<file path="src/sv/kvp_pkg.sv">
package kvp_pkg;

  localparam int unsigned ByteW  = 8;
  localparam int unsigned VerbMax = 6;
  localparam int unsigned VerbW  = ByteW * VerbMax;

  localparam logic [ByteW-1:0] CH_SPACE = 8'h20;
  localparam logic [ByteW-1:0] CH_TAB   = 8'h09;
  localparam logic [ByteW-1:0] CH_LF    = 8'h0A;
  localparam logic [ByteW-1:0] CH_CR    = 8'h0D;
  localparam logic [ByteW-1:0] CH_LC_A  = 8'h61;
  localparam logic [ByteW-1:0] CH_LC_Z  = 8'h7A;
  localparam logic [ByteW-1:0] CASE_OFS = 8'h20;

  // verbs, first character in the low byte
  localparam logic [VerbW-1:0] VERB_PUT    = 48'h0000_0054_5550;
  localparam logic [VerbW-1:0] VERB_GET    = 48'h0000_0054_4547;
  localparam logic [VerbW-1:0] VERB_DEL    = 48'h0000_004C_4544;
  localparam logic [VerbW-1:0] VERB_DELETE = 48'h4554_454C_4544;
  localparam logic [VerbW-1:0] VERB_EXISTS = 48'h5354_5349_5845;
  localparam logic [VerbW-1:0] VERB_SIZE   = 48'h0000_455A_4953;

  localparam logic [2:0] LEN_3   = 3'd3;
  localparam logic [2:0] LEN_4   = 3'd4;
  localparam logic [2:0] LEN_6   = 3'd6;
  localparam logic [2:0] LEN_SAT = 3'd7;

  typedef enum logic [2:0] {
    PH_LEAD   = 3'd0,
    PH_VERB   = 3'd1,
    PH_PREKEY = 3'd2,
    PH_KEY    = 3'd3,
    PH_AFTER  = 3'd4,
    PH_IGNORE = 3'd5
  } phase_t;

  typedef enum logic [2:0] {
    CMD_PUT     = 3'd0,
    CMD_GET     = 3'd1,
    CMD_DELETE  = 3'd2,
    CMD_EXISTS  = 3'd3,
    CMD_SIZE    = 3'd4,
    CMD_UNKNOWN = 3'd7
  } cmd_t;

  typedef enum logic [2:0] {
    ST_OK          = 3'd0,
    ST_PUT_ARGS    = 3'd1,
    ST_GET_ARGS    = 3'd2,
    ST_DELETE_ARGS = 3'd3,
    ST_EXISTS_ARGS = 3'd4,
    ST_SIZE_ARGS   = 3'd5,
    ST_UNKNOWN     = 3'd6
  } status_t;

  typedef enum logic [1:0] {
    KIND_NONE  = 2'd0,
    KIND_KEY   = 2'd1,
    KIND_VALUE = 2'd2
  } kind_t;

  typedef struct packed {
    logic            valid;
    logic [ByteW-1:0] data_byte;
    kind_t           data_kind;
    logic            line_done;
    cmd_t            command;
    status_t         status;
  } res_t;

  function automatic logic is_ws(input logic [ByteW-1:0] b);
    return (b == CH_SPACE) || (b >= CH_TAB && b <= CH_CR);
  endfunction

  function automatic cmd_t match_verb(input logic [VerbW-1:0] chars, input logic [2:0] len);
    cmd_t c;
    c = CMD_UNKNOWN;
    if (len == LEN_3 && chars == VERB_PUT) c = CMD_PUT;
    else if (len == LEN_3 && chars == VERB_GET) c = CMD_GET;
    else if (len == LEN_6 && chars == VERB_DELETE) c = CMD_DELETE;
    else if (len == LEN_3 && chars == VERB_DEL) c = CMD_DELETE;
    else if (len == LEN_6 && chars == VERB_EXISTS) c = CMD_EXISTS;
    else if (len == LEN_4 && chars == VERB_SIZE) c = CMD_SIZE;
    return c;
  endfunction

  function automatic phase_t phase_after_verb(input cmd_t c);
    phase_t p;
    if (c == CMD_UNKNOWN) p = PH_IGNORE;
    else if (c == CMD_SIZE) p = PH_AFTER;
    else p = PH_PREKEY;
    return p;
  endfunction

endpackage

</file>
<file path="src/sv/kvp_parse.sv">
module kvp_parse
  import kvp_pkg::*;
(
  input  logic             clk,
  input  logic             rst_n,
  input  logic             consume,
  input  logic [ByteW-1:0] in_byte,
  input  logic             in_eol,
  output res_t             res
);

  phase_t           phase_r, phase_nxt;
  logic [VerbW-1:0] chars_r, chars_nxt;
  logic [2:0]       len_r, len_nxt;
  cmd_t             cmd_r, cmd_nxt;
  logic             key_r, key_nxt;
  logic             value_r, value_nxt;
  logic             extra_r, extra_nxt;

  logic             ws;
  logic [ByteW-1:0] up_byte;
  logic [VerbW-1:0] add_chars;
  logic [2:0]       add_len;
  logic             val_cand;
  kind_t            kind;
  cmd_t             cmd_eol;
  status_t          st;

  assign ws = is_ws(in_byte);
  assign up_byte = (in_byte >= CH_LC_A && in_byte <= CH_LC_Z) ? in_byte - CASE_OFS : in_byte;

  always_comb begin
    add_chars = chars_r;
    for (int i = 0; i < VerbMax; i++) begin
      if (len_r == 3'(i)) add_chars[i*ByteW +: ByteW] = up_byte;
    end
    add_len = (len_r < LEN_SAT) ? len_r + 3'd1 : len_r;
  end

  always_comb begin
    phase_nxt = phase_r;
    chars_nxt = chars_r;
    len_nxt   = len_r;
    cmd_nxt   = cmd_r;
    key_nxt   = key_r;
    value_nxt = value_r;
    extra_nxt = extra_r;
    val_cand  = 1'b0;
    kind      = KIND_NONE;
    unique case (phase_r)
      PH_LEAD: begin
        if (!ws) begin
          chars_nxt = add_chars;
          len_nxt   = add_len;
          phase_nxt = PH_VERB;
        end
      end
      PH_VERB: begin
        if (ws) begin
          cmd_nxt   = match_verb(chars_r, len_r);
          phase_nxt = phase_after_verb(cmd_nxt);
        end else begin
          chars_nxt = add_chars;
          len_nxt   = add_len;
        end
      end
      PH_PREKEY: begin
        if (!ws) begin
          kind      = KIND_KEY;
          key_nxt   = 1'b1;
          phase_nxt = PH_KEY;
        end
      end
      PH_KEY: begin
        if (ws) begin
          phase_nxt = PH_AFTER;
          if (cmd_r == CMD_PUT) begin
            if (in_byte == CH_LF) phase_nxt = PH_IGNORE;
            else if (in_byte != CH_SPACE) val_cand = 1'b1;
          end
        end else begin
          kind = KIND_KEY;
        end
      end
      PH_AFTER: begin
        if (cmd_r == CMD_PUT) begin
          if (in_byte == CH_LF) phase_nxt = PH_IGNORE;
          else val_cand = 1'b1;
        end else if (!ws) begin
          extra_nxt = 1'b1;
          phase_nxt = PH_IGNORE;
        end
      end
      default: ;
    endcase

    // a final carriage return never counts as value content
    if (val_cand && !(in_byte == CH_CR && in_eol)) begin
      kind      = KIND_VALUE;
      value_nxt = 1'b1;
    end

    cmd_eol = (phase_nxt == PH_VERB) ? match_verb(chars_nxt, len_nxt) : cmd_nxt;
    unique case (cmd_eol)
      CMD_PUT:    st = (key_nxt && value_nxt) ? ST_OK : ST_PUT_ARGS;
      CMD_GET:    st = (key_nxt && !extra_nxt) ? ST_OK : ST_GET_ARGS;
      CMD_DELETE: st = (key_nxt && !extra_nxt) ? ST_OK : ST_DELETE_ARGS;
      CMD_EXISTS: st = (key_nxt && !extra_nxt) ? ST_OK : ST_EXISTS_ARGS;
      CMD_SIZE:   st = extra_nxt ? ST_SIZE_ARGS : ST_OK;
      default:    st = ST_UNKNOWN;
    endcase

    res.valid     = (kind != KIND_NONE) || in_eol;
    res.data_byte = (kind != KIND_NONE) ? in_byte : '0;
    res.data_kind = kind;
    res.line_done = in_eol;
    res.status    = in_eol ? st : ST_OK;
    res.command   = (in_eol && st == ST_OK) ? cmd_eol : CMD_PUT;
  end

  always_ff @(posedge clk) begin
    if (!rst_n || (consume && in_eol)) begin
      phase_r <= PH_LEAD;
      chars_r <= '0;
      len_r   <= '0;
      cmd_r   <= CMD_UNKNOWN;
      key_r   <= 1'b0;
      value_r <= 1'b0;
      extra_r <= 1'b0;
    end else if (consume) begin
      phase_r <= phase_nxt;
      chars_r <= chars_nxt;
      len_r   <= len_nxt;
      cmd_r   <= cmd_nxt;
      key_r   <= key_nxt;
      value_r <= value_nxt;
      extra_r <= extra_nxt;
    end
  end

  a_eol_clears: assert property (@(posedge clk) disable iff (!rst_n)
    consume && in_eol |=> phase_r == PH_LEAD && len_r == '0)
    else $error("parser state not cleared after end of line");

  a_lead_empty: assert property (@(posedge clk) disable iff (!rst_n)
    phase_r == PH_LEAD |-> len_r == '0 && !key_r && !value_r && !extra_r)
    else $error("leftover state before verb");

  a_key_needs_cmd: assert property (@(posedge clk) disable iff (!rst_n)
    phase_r == PH_KEY |-> key_r && cmd_r != CMD_UNKNOWN)
    else $error("key phase without command");

endmodule

</file>
<file path="src/sv/kvp_out_reg.sv">
module kvp_out_reg
  import kvp_pkg::*;
(
  input  logic  clk,
  input  logic  rst_n,
  input  logic  load,
  input  res_t  res_in,
  input  logic  out_tready,
  output logic  out_valid,
  output res_t  res_out,
  output logic  can_load
);

  logic out_valid_r;
  res_t res_r;

  assign can_load  = !out_valid_r || out_tready;
  assign out_valid = out_valid_r;
  assign res_out   = res_r;

  always_ff @(posedge clk) begin
    if (!rst_n) begin
      out_valid_r <= 1'b0;
    end else if (load) begin
      out_valid_r <= 1'b1;
    end else if (out_tready) begin
      out_valid_r <= 1'b0;
    end
  end

  always_ff @(posedge clk) begin
    if (load) res_r <= res_in;
  end

  a_no_overwrite: assert property (@(posedge clk) disable iff (!rst_n)
    load |-> can_load)
    else $error("held result overwritten");

  a_cmd_only_ok: assert property (@(posedge clk) disable iff (!rst_n)
    out_valid_r && res_r.status != ST_OK |-> res_r.command == CMD_PUT)
    else $error("command given with failing status");

  a_kind_byte: assert property (@(posedge clk) disable iff (!rst_n)
    out_valid_r && res_r.data_kind == KIND_NONE |-> res_r.data_byte == '0 && res_r.line_done)
    else $error("empty result without verdict");

endmodule

</file>
<file path="src/sv/kv_command_line_parser_core.sv">
// Path: one input register feeds the parser, whose result is held in the output register.
// Throughput: 1 word per cycle while out_tready is high; a held result stalls the input.
// Reset: synchronous, active low; clears valids and parser state (idle, no verb).
// Every line ending word yields a verdict word; other words yield one only for key/value data.
module kv_command_line_parser_core
  import kvp_pkg::*;
(
  input  logic        clk,
  input  logic        rst_n,
  input  logic        in_tvalid,
  output logic        in_tready,
  input  logic [7:0]  in_tdata,   // [7:0] line_byte
  input  logic        in_tlast,   // end_of_line
  output logic        out_tvalid,
  input  logic        out_tready,
  output logic [15:0] out_tdata,  // [7:0] data_byte, [10:8] command, [13:11] status, zero pad
  output logic [1:0]  out_tuser,  // [1:0] data_kind
  output logic        out_tlast   // line_done
);

  logic             s1_valid_r;
  logic [ByteW-1:0] s1_byte_r;
  logic             s1_eol_r;
  logic             can_load;
  logic             consume;
  res_t             res;
  res_t             res_q;

  assign consume   = s1_valid_r && can_load;
  assign in_tready = !s1_valid_r || can_load;

  always_ff @(posedge clk) begin
    if (!rst_n) begin
      s1_valid_r <= 1'b0;
    end else if (in_tready) begin
      s1_valid_r <= in_tvalid;
    end
  end

  always_ff @(posedge clk) begin
    if (in_tvalid && in_tready) begin
      s1_byte_r <= in_tdata;
      s1_eol_r  <= in_tlast;
    end
  end

  kvp_parse u_parse (
    .clk     (clk),
    .rst_n   (rst_n),
    .consume (consume),
    .in_byte (s1_byte_r),
    .in_eol  (s1_eol_r),
    .res     (res)
  );

  kvp_out_reg u_out (
    .clk        (clk),
    .rst_n      (rst_n),
    .load       (consume && res.valid),
    .res_in     (res),
    .out_tready (out_tready),
    .out_valid  (out_tvalid),
    .res_out    (res_q),
    .can_load   (can_load)
  );

  assign out_tdata = {2'b00, res_q.status, res_q.command, res_q.data_byte};
  assign out_tuser = res_q.data_kind;
  assign out_tlast = res_q.line_done;

endmodule

</file>
<file path="config.mk">
export PLATFORM = sky130hd
export DESIGN_NAME = kv_command_line_parser_core
export DESIGN_NICKNAME = d
export VERILOG_FILES = /design/src/sv/kvp_pkg.sv /design/src/sv/kvp_parse.sv /design/src/sv/kvp_out_reg.sv /design/src/sv/kv_command_line_parser_core.sv
export SDC_FILE = /design/constraint.sdc
export NUM_CORES = 1
export LEC_CHECK = 0
export BUFFER_PORTS_ARGS = -buffer_cell sky130_fd_sc_hd__buf_2
export CAP_MARGIN = 20
export CELL_PAD_IN_SITES_DETAIL_PLACEMENT = 0
export CELL_PAD_IN_SITES_GLOBAL_PLACEMENT = 1
export CORE_ASPECT_RATIO = 0.9
export CORE_MARGIN = 10
export CORE_UTILIZATION = 50
export CTS_CLUSTER_DIAMETER = 50
export DETAILED_ROUTE_END_ITERATION = 10
export HOLD_SLACK_MARGIN = 0.08
export PLACE_DENSITY_LB_ADDON = 0.1
export SLEW_MARGIN = 5
export SYNTH_ARGS = -nofsm -noshare
export SYNTH_HDL_FRONTEND = slang
export SYNTH_SLANG_ARGS = --single-unit
</file>
<file path="constraint.sdc">
create_clock -name clk -period 5.37 [get_ports clk]
set_input_delay 0.2685 -clock clk [delete_from_list [all_inputs] [get_ports clk]]
set_output_delay 0.2685 -clock clk [all_outputs]
set_load 0.03 [all_outputs]
</file>
==> results of run 1 <==
==> state kept, by name, indices dropped and copies added, names as in the netlist <==
signal,count
s1_byte_r,8
s1_eol_r,1
u_parse.extra_r,1
s1_valid_r,1
u_parse.len_r,3
u_parse.chars_r,48
u_parse.value_r,1
u_out.out_valid,1
u_parse.cmd_r,3
u_out.res_out,17
u_parse.key_r,1
u_parse.phase_r,3
==> layout make-up <==
| type | instances | share of cell area |
|---|---|---|
| Clock buffer | 11 | 0.0444 |
| Clock inverter | 5 | 0.0114 |
| Inverter | 17 | 0.0107 |
| Multi-Input combinational cell | 532 | 0.523 |
| Sequential cell | 88 | 0.340 |
| Tap cell | 129 | 0.0271 |
| Timing Repair Buffer | 43 | 0.0433 |
==> logic make-up after synthesis <==
logic type,Yosys count,share of synthesized area
compound gates,167,0.204
fa+ha+maj,7,0.0163
buf+inv,54,0.0466
flops,88,0.376
mux,13,0.0254
other cells,1,0.000698
simple gates,343,0.330
==> power groups by stage <==
stage / Combinational, mW / Clock [mW] / Sequential (mW)
2_1_floorplan: 0.103 / 0 / 0.728
3_3_place_gp: 0.148 / 0 / 0.731
3_5_place_dp: 0.149 / 0 / 0.731
4_1_cts: 0.150 / 0.703 / 0.716
5_1_grt: 0.167 / 0.728 / 0.718
6_report: 0.156 / 0.691 / 0.716
==> layer usage <==
layer,share of wire,global-route usage,vias up
met5,0,0,-
met4,0.034,0.0952,0
met3,0.091,0.0581,50
met2,0.44,0.340,275
met1,0.44,0.327,2559
li1,-,-,2481
==> stage by stage <==
stage                     total power, mW  hold WS (ps)  cell area [sq um]  cells
after floorplan                     0.831           340               5380    674
after global placement              0.878           442               5600    808
after detailed placement            0.880           447               5600    808
after CTS                            1.57          80.5               5930    824
after global routing                 1.61          81.6               5950    825
final                                1.56          92.6               5950    825
==> worst min path at each step <==
stage,startpoint,end,slack (ps)
final,in_tdata[0],s1_byte_r[0]$_DFFE_PP_,90
after CTS,in_tdata[0],s1_byte_r[0]$_DFFE_PP_,80
after global routing,in_tdata[6],s1_byte_r[6]$_DFFE_PP_,80
after detailed placement,in_tlast,s1_eol_r$_DFFE_PP_,450
after floorplan,rst_n,u_parse.cmd_r[2]$_SDFFE_PP1P_,340
after global placement,u_parse.chars_r[33]$_SDFFE_PP0P_,u_parse.chars_r[33]$_SDFFE_PP0P_,440
==> placed cells by master (no fill, tap or decap), types with 7 or more instances in the layout <==
cell type / synthesis / routed
dfxtp_1: 62 / 62
or3_1: 8 / 8
nor3_1: 30 / 30
nand2_1: 93 / 92
nor2_1: 85 / 85
nor4_1: 10 / 10
and2_1: 14 / 14
nand3_1: 22 / 22
a21oi_1: 75 / 75
clkbuf_16: 0 / 10
buf_2: 8 / 31
o21ai_0: 16 / 16
ha_1: 7 / 7
a211oi_1: 11 / 11
nand3b_1: 9 / 9
nand2b_1: 7 / 7
edfxtp_1: 26 / 26
nand4_1: 10 / 10
inv_1: 17 / 17
nor2b_1: 8 / 7
a31oi_1: 12 / 12
mux2i_1: 8 / 8
nor4b_1: 7 / 7
buf_4: 4 / 11
==> results_dict.tcl, run 1 <==
set metrics [dict create \
    status "completed" \
    hp-class "input pin to flop" \
    switchingPower_mw 0.409 \
    overflow 0 \
    die_x_um 129 \
    fmax_ghz 0.222 \
    end_kind "flop" \
    ios 34 \
    drive_gt1_frac 0.128 \
    reg2reg_from "s1_byte_r[4]$_DFFE_PP_" \
    clk_latency_ps 350 \
    regToRegSetupSlack_ps 880 \
    finalCritPeriodShare 0.837 \
    dp_hpwl_mm 13.5 \
    drc 0 \
    power_frac_seq 0.458 \
    relSlewSlack 0.362 \
    n_fill_cell 971 \
    path_buf_inv 0 \
    post_drt_wl_per_cell_um 22.3 \
    cap_violations 0 \
    reg2reg_to "u_out.res_out[0]$_SDFFCE_PN0P_" \
    async_flop_share 0 \
    worst_ep_required_time_ps 5460 \
    p_leak_nw 2.12 \
    min_period_ps 4490 \
    cts.sinks 88 \
    multiInputGateArea_sq_um 3110 \
    p_clk_frac 0.442 \
    drt_wl_total_mm 18.4 \
    gr-usage-all-layers 0.236 \
    crit_type "flop to flop" \
    cp_cell_sequence "nor4_2 > nand4_1 > and2_1 > mux2_1 > nor4_2 > o211a_1 > nand4_1 > a31oi_4 > nor3_1 > o311a_1" \
    ys_seq_elements 88 \
    syn_area_per_cell_sq_um 7.98 \
    synth.distinct_cells 79 \
    clk_pin_slew_ps 70 \
    first_pass_iters 5 \
    die_y_um 118 \
    syn_area_sq_um 5370 \
    crit_path_start_kind "flop" \
    yosys.cell_count.top_type "nand2_1" \
    skew_ps 7.15 \
    ant_nets 0 \
    vias 5365 \
    insertedDiodeCount 0 \
    utilization 0.573 \
    drt_iter0_drc 712 \
    routed_via_density 6.50 \
    gp_congestion 0.972 \
    antenna_found_initial 0 \
    fin_nets 711 \
    io_buffers 31 \
    cp_max_fo 18 \
    grt_setup_unrepaired "false" \
    synth-seq-area-share 0.376 \
    power.density_nw_per_um2 263 \
    share_comb_of_total_power 0.100 \
    grt_pass1_vias 4975 \
    post_cts_buffers 0 \
    crit_path_start "s1_byte_r[4]$_DFFE_PP_" \
    fin_ws_ps 876 \
    cts_made_buffers 9 \
    cts_buffer_depth 2 \
    yosys_warnings 0 \
    cpPeakStageDelay_ps 710 \
    max-vdd-ir-drop_uv 223 \
    worstMarginPinSlew_ps 954 \
    h-tree-depth 3 \
    core_area_sq_um 10400 \
    num_rows 35 \
    yosysTopAreaCellShare 0.231 \
    worst-path-stages 10 \
    hold_viol 0 \
    cts_tree "done" \
    slowest_stage "edfxtp_1" \
    endpoint "u_out.res_out[0]$_SDFFCE_PN0P_" \
    synth.largest_area_cell "dfxtp_1" \
    switching_share 0.262 \
    critical-path-top-delay-family "simple AND/OR/NAND/NOR gates" \
    rr_worst_depth 10 \
    p_int_mw 1.15 \
    ys.flop_type "dfxtp_1" \
    cts_root_buf "clkbuf_16" \
    cts_resized 0 \
    ys_top_cells_by_count "nand2_1 (93), nor2_1 (85), a21oi_1 (75)" \
    regArea_sq_um 2020 \
    synth_area_leaders "dfxtp_1 (23%), edfxtp_1 (15%), a21oi_1 (7.0%)" \
    grt_max_degree 59 \
    cts_hold_buffers 0 \
    tns_ps 0 \
    synth_edf_count 26 \
    area_delta_synth_final_pct 10.7 \
    setup_viol 0 \
    hold_depth 1 \
    arrival_ps 4590 \
    place_ws_ps 1040 \
    grt_pass1_wl_mm 28.5 \
    syn_inst 673 \
    start_util 0.518 \
    timing_max_transition_violations_final 0 \
    dieArea_sq_um 15300 \
]
Power figures use the tool's default switching activity.
==> run 2, diff against run 1 <==
--- a/config.mk
+++ b/config.mk
@@ -11,7 +11,7 @@
 export CELL_PAD_IN_SITES_GLOBAL_PLACEMENT = 1
 export CORE_ASPECT_RATIO = 0.9
 export CORE_MARGIN = 10
-export CORE_UTILIZATION = 50
+export CORE_UTILIZATION = 46
 export CTS_CLUSTER_DIAMETER = 50
 export DETAILED_ROUTE_END_ITERATION = 10
 export HOLD_SLACK_MARGIN = 0.08
==> constraint.sdc (replaced) <==
create_clock -name clk -period 4.5 [get_ports clk]
set_input_delay 0.225 -clock clk [delete_from_list [all_inputs] [get_ports clk]]
set_output_delay 0.225 -clock clk [all_outputs]
set_load 0.03 [all_outputs]
==> run 2 against run 1 <==
Register-to-register slack got worse by 610 ps. Worst setup slack worse by 610 ps. Sequential share of layout area fell by 1.2 points. Sequential cell count unchanged. Combinational power up 28%. Die area rose by 7.3%. Global-route usage fell by 0.53 points. Sequential power grew 19%. Critical endpoint unchanged. First-iteration DRC count up 2.2%. Design area increased by 3.8%.
==> results_dict.tcl, run 2 (synthesized netlist as in run 1, its figures left out) <==
set metrics [dict create \
    cts_root_buf "clkbuf_16" \
    grt_pass1_wl_mm 29.5 \
    io_buffers 31 \
    clk_latency_ps 360 \
    tns_ps 0 \
    die_y_um 123 \
    n_fill_cell 1128 \
    hold_viol 0 \
    crit_path_start_kind "flop" \
    min_period_ps 4240 \
    worst_ep_required_time_ps 4600 \
    num_rows 37 \
    relSlewSlack 0.283 \
    dp_cells 848 \
    clk_pin_slew_ps 70 \
    cts_made_buffers 9 \
    grt_pass1_vias 5109 \
    antenna_found_initial 0 \
    grt_max_degree 31 \
    reg2reg_from "s1_byte_r[6]$_DFFE_PP_" \
    die_x_um 134 \
    p_leak_nw 2.22 \
    final_common_cell "nand2_1" \
    ios 34 \
    regToRegSetupSlack_ps 260 \
    cp_max_fo 10 \
    fin_nets 732 \
    finalCritPeriodShare 0.941 \
    regMostFlops "u_parse.chars_r" \
    max-vdd-ir-drop_uv 313 \
    gp_congestion 0.988 \
    end_kind "flop" \
    overflow 0 \
    cts_tree "done" \
    fin_cells 873 \
    status "completed" \
    drc 0 \
    drt_iter0_drc 728 \
    routed_via_density 6.16 \
    vias 5377 \
    first_pass_iters 6 \
    cts_resized 0 \
    h-tree-depth 3 \
    rr_worst_depth 12 \
    core_area_sq_um 11400 \
    total_power_mw 1.89 \
    multiInputGateArea_sq_um 3110 \
    regArea_sq_um 2020 \
    cts.sinks 88 \
    largest_register_ff_count 48 \
    setup_viol 0 \
    place_ws_ps 341 \
    hp-class "input pin to flop" \
    layout_common_cells "nand2_1 (92), nor2_1 (85), a21oi_1 (75), dfxtp_1 (62), buf_2 (31)" \
    grt_setup_unrepaired "false" \
    crit_type "flop to flop" \
    gr-usage-all-layers 0.230 \
    worstMarginPinSlew_ps 1070 \
    reg2reg_to "u_out.res_out[0]$_SDFFCE_PN0P_" \
    endpoint "u_out.res_out[0]$_SDFFCE_PN0P_" \
    fmax_ghz 0.236 \
    dieArea_sq_um 16400 \
    arrival_ps 4340 \
    cts_buffer_depth 2 \
    ant_nets 0 \
    crit_path_start "s1_byte_r[6]$_DFFE_PP_" \
    power.density_nw_per_um2 306 \
    insertedDiodeCount 0 \
    drive_gt1_frac 0.141 \
    drt_wl_total_mm 18.9 \
    fin_ws_ps 265 \
    skew_ps 8.67 \
    cap_violations 0 \
    timing_max_transition_violations_final 0 \
    post_drt_wl_per_cell_um 21.6 \
    dp_hpwl_mm 14.0 \
    start_util 0.470 \
    area_delta_synth_final_pct 14.8 \
]
[run 2: cell types whose count changed in the layout (fill, tap and decap cells not counted)]
| cell | before | now |
|---|---|---|
| buf_12 | 1 | 0 |
| buf_16 | 0 | 1 |
| buf_4 | 11 | 23 |
| clkbuf_8 | 1 | 2 |
| dlygate4sd3_1 | 0 | 9 |
| inv_4 | 0 | 1 |
| inv_6 | 2 | 0 |
[run 2: cell type report]
class / count / share of cell area
repair buffers: 64 / 0.0722
flip-flops and latches: 88 / 0.328
inverters: 17 / 0.0103
clock inverters: 4 / 0.00912
clock buffers: 12 / 0.0450
well taps: 156 / 0.0316
multi-input cells: 532 / 0.504
[run 2: how the worst min path moves through the flow]
stage                 from                             to  depth (start not counted)
2_1_floorplan        rst_n  u_parse.cmd_r[2]$_SDFFE_PP1P_                          1
3_3_place_gp   in_tdata[3]         s1_byte_r[3]$_DFFE_PP_                          1
3_5_place_dp   in_tdata[4]         s1_byte_r[4]$_DFFE_PP_                          1
4_1_cts              rst_n  u_parse.cmd_r[2]$_SDFFE_PP1P_                          2
5_1_grt              rst_n  u_parse.cmd_r[2]$_SDFFE_PP1P_                          2
6_report             rst_n  u_parse.cmd_r[2]$_SDFFE_PP1P_                          2
[run 2: worst max-delay path, stage by stage, from the launching register on]
cell and delay [ps]:
edfxtp_1 500, inv_1 130, ha_1 210, nor3b_2 210, a2111oi_4 440, and2_1 540
mux2_1 450, a211oi_2 330, o211a_1 220, nand4_1 180, a31oi_4 310, nor3_1 90
o311a_1 370
[run 2: report_power, final]
group / switching [mW] / internal (mW) / total (mW)
clock network: 0.336 / 0.500 / 0.836
logic: 0.134 / 0.0658 / 0.200
registers: 0.0223 / 0.832 / 0.854
total: 0.492 / 1.40 / 1.89
[run 2: per-stage QoR]
stage	area (sq um)	utilization	hold WS, ps
finish	6170	0.540	111
detailed placement	5750	0.503	404
CTS	6170	0.540	109
floorplan	5380	-	297
global route	6170	0.540	118
global placement	5720	0.500	403
[run 2: what timing repair did]
action | 4_1_cts | 5_1_grt
setup buffers | 0 | 0
hold buffers | 9 | 0
hold endpoints to repair | 9 | 0
[run 2: routing by layer]
layer	vias to the layer above	GRT usage	share of wire	wire, um
met1	2581	0.308	0.45	8570
met4	0	0.0679	0.015	289
li1	2522	-	-	-
met5	-	0	0	0
met2	247	0.364	0.44	8390
met3	27	0.0556	0.086	1620
==> run 3, diff against run 2 <==
--- a/config.mk
+++ b/config.mk
@@ -19,4 +19,5 @@
 export SLEW_MARGIN = 5
 export SYNTH_ARGS = -nofsm -noshare
 export SYNTH_HDL_FRONTEND = slang
+export SYNTH_HIERARCHICAL = 1
 export SYNTH_SLANG_ARGS = --single-unit
==> run 3 against run 2 <==
Sequential power decreased by 0.9%. Final cell count decreased by 3.1%. Design area up 0.53%. Hold slack gained 4.4 ps. Sequential cell count did not move. Largest cell class unchanged. Largest power group unchanged.
==> results_dict.tcl, run 3 <==
set metrics [dict create \
    hold_depth 2 \
    grt_pass1_vias 4843 \
    fin_ws_ps 209 \
    core_area_sq_um 11000 \
    drt_wl_total_mm 17.5 \
    vias 5217 \
    tns_ps 0 \
    grt_setup_unrepaired "false" \
    cts_root_buf "clkbuf_16" \
    cts.sinks 88 \
    syn_area_sq_um 5250 \
    hp-class "input pin to flop" \
    hold-path-endpoint "u_parse/cmd_r[0]$_SDFFE_PP1P_" \
    min_from "rst_n" \
    finalCritPeriodShare 0.954 \
    path_common_cell "ha_1" \
    first_pass_iters 5 \
    reg2reg_from "u_parse/len_r[0]$_SDFFE_PP0P_" \
    start_util 0.477 \
    regArea_sq_um 2020 \
    power.density_nw_per_um2 289 \
    arrival_ps 4390 \
    n_fill_cell 1075 \
    p_leak_nw 2.31 \
    antenna_found_initial 0 \
    cp_max_fo 16 \
    critical-path-top-delay-family "compound AO/OA/AOI/OAI gates" \
    relSlewSlack 0.525 \
    min_period_ps 4290 \
    worstMarginPinSlew_ps 705 \
    syn_inst 630 \
    drc 0 \
    crit_path_start_kind "flop" \
    layout_common_cells "nor2_1 (90), nand2_1 (67), dfxtp_1 (62), nand3_1 (47), a21oi_1 (45)" \
    die_y_um 121 \
    post_drt_wl_per_cell_um 20.7 \
    crit_type "flop to flop" \
    total_power_mw 1.79 \
    routed_via_density 6.17 \
    worst_ep_required_time_ps 4600 \
    largest_register_ff_count 48 \
    h-tree-depth 3 \
    yosys_warnings 6 \
    ios 34 \
    cp_cell_sequence "ha_1 > ha_1 > inv_1 > nor3_2 > a32oi_1 > or4bb_1 > a31o_4 > a21oi_1 > o2111ai_1 > a2111o_1 > a2111oi_4 > a211oi_4 > o21a_1 > o221a_1" \
    cpPeakStageDelay_ps 560 \
    timing_max_transition_violations_final 0 \
    place_ws_ps 67.9 \
    insertedDiodeCount 0 \
    multiInputGateArea_sq_um 3100 \
    syn_area_per_cell_sq_um 8.33 \
    fin_nets 709 \
    ant_nets 0 \
    area_delta_synth_final_pct 18.2 \
    slowest_stage "or4bb_1" \
    rr_worst_depth 14 \
    grt_max_degree 58 \
    grt_pass1_wl_mm 27.5 \
    post_cts_buffers 0 \
    cts_tree "done" \
    path_buf_inv 1 \
    fmax_ghz 0.233 \
    num_rows 36 \
    regMostFlops "u_parse/chars_r" \
    cts_made_buffers 9 \
    overflow 0 \
    io_buffers 31 \
    gp_congestion 1.02 \
    gr-usage-all-layers 0.216 \
    end_kind "flop" \
    die_x_um 133 \
    hold_viol 0 \
    drt_iter0_drc 630 \
    cts_buffer_depth 2 \
    regToRegSetupSlack_ps 210 \
    setup_viol 0 \
    dp_hpwl_mm 12.8 \
    dieArea_sq_um 16100 \
    skew_ps 11.8 \
    status "completed" \
    reg2reg_to "u_out/res_out[2]$_DFFE_PP_" \
    drive_gt1_frac 0.173 \
    max-vdd-ir-drop_uv 211 \
    clk_latency_ps 350 \
    final_common_cell "nor2_1" \
    cap_violations 0 \
    clk_pin_slew_ps 70 \
]
## run 3: changes by cell type in the layout (fill, tap and decap cells not counted), moves of 9 or more
cell,previous run,this run
nor3_1,30,16
nand2_1,92,67
mux2i_1,8,21
and2_1,14,5
nand3_1,22,47
buf_4,23,39
a21oi_1,75,45
## run 3: how the worst max path moves through the flow
stage,slack (ps),endpoint,from,cells past startpoint
after floorplan,540,u_out/res_out[2]$_DFFE_PP_,s1_byte_r[7]$_DFFE_PP_,11
after global placement,160,u_out/res_out[2]$_DFFE_PP_,u_parse/chars_r[33]$_SDFFE_PP0P_,14
after detailed placement,70,u_out/res_out[2]$_DFFE_PP_,u_parse/len_r[0]$_SDFFE_PP0P_,15
after CTS,40,u_out/res_out[2]$_DFFE_PP_,u_parse/len_r[0]$_SDFFE_PP0P_,15
after global routing,40,u_out/res_out[0]$_DFFE_PP_,u_parse/chars_r[27]$_SDFFE_PP0P_,12
final,210,u_out/res_out[2]$_DFFE_PP_,u_parse/len_r[0]$_SDFFE_PP0P_,14
## run 3: timing repair
item / CTS / global route
hold endpoints to repair: 9 / 0
hold buffers: 9 / 0
gates resized for setup: 0 / 9
setup endpoints to repair: 0 / 6
## run 3: metal layers
| layer | vias up | GRT usage | part of all wire |
|---|---|---|---|
| met5 | - | 0 | 0 |
| met4 | 0 | 0.0790 | 0.023 |
| met3 | 32 | 0.0443 | 0.086 |
| met2 | 247 | 0.325 | 0.44 |
| met1 | 2483 | 0.299 | 0.46 |
| li1 | 2455 | - | - |
## run 3: area by class of cell
type	instances	area share
multi-input cells	496	0.499
flip-flops and latches	88	0.326
repair buffers	80	0.0900
clock buffers	13	0.0422
well taps	152	0.0307
inverters	14	0.00847
clock inverters	3	0.00363
## run 3: per-stage QoR
stage	instances	hold slack, ps	util	area [sq um]
2_1_floorplan	631	297	-	5250
3_3_place_gp	819	402	0.522	5740
3_5_place_dp	820	406	0.523	5750
4_1_cts	845	107	0.557	6120
5_1_grt	846	121	0.564	6200
6_report	846	115	0.564	6200
## run 3: worst register-to-register path: stages, from the launching register on
cell and delay [ps]:
dfxtp_1 450, ha_1 190, ha_1 230, inv_1 110, nor3_2 240, a32oi_1 180
or4bb_1 560, a31o_4 340, a21oi_1 230, o2111ai_1 140, a2111o_1 470, a2111oi_4 410
a211oi_4 110, o21a_1 150, o221a_1 210
## run 3: power breakdown
group	switching [mW]	internal (mW)	total [mW]	leakage (nW)
logic	0.144	0.0741	0.218	1.42
registers	0.0139	0.832	0.846	0.750
clock network	0.318	0.412	0.730	0.140
total	0.475	1.32	1.79	2.31
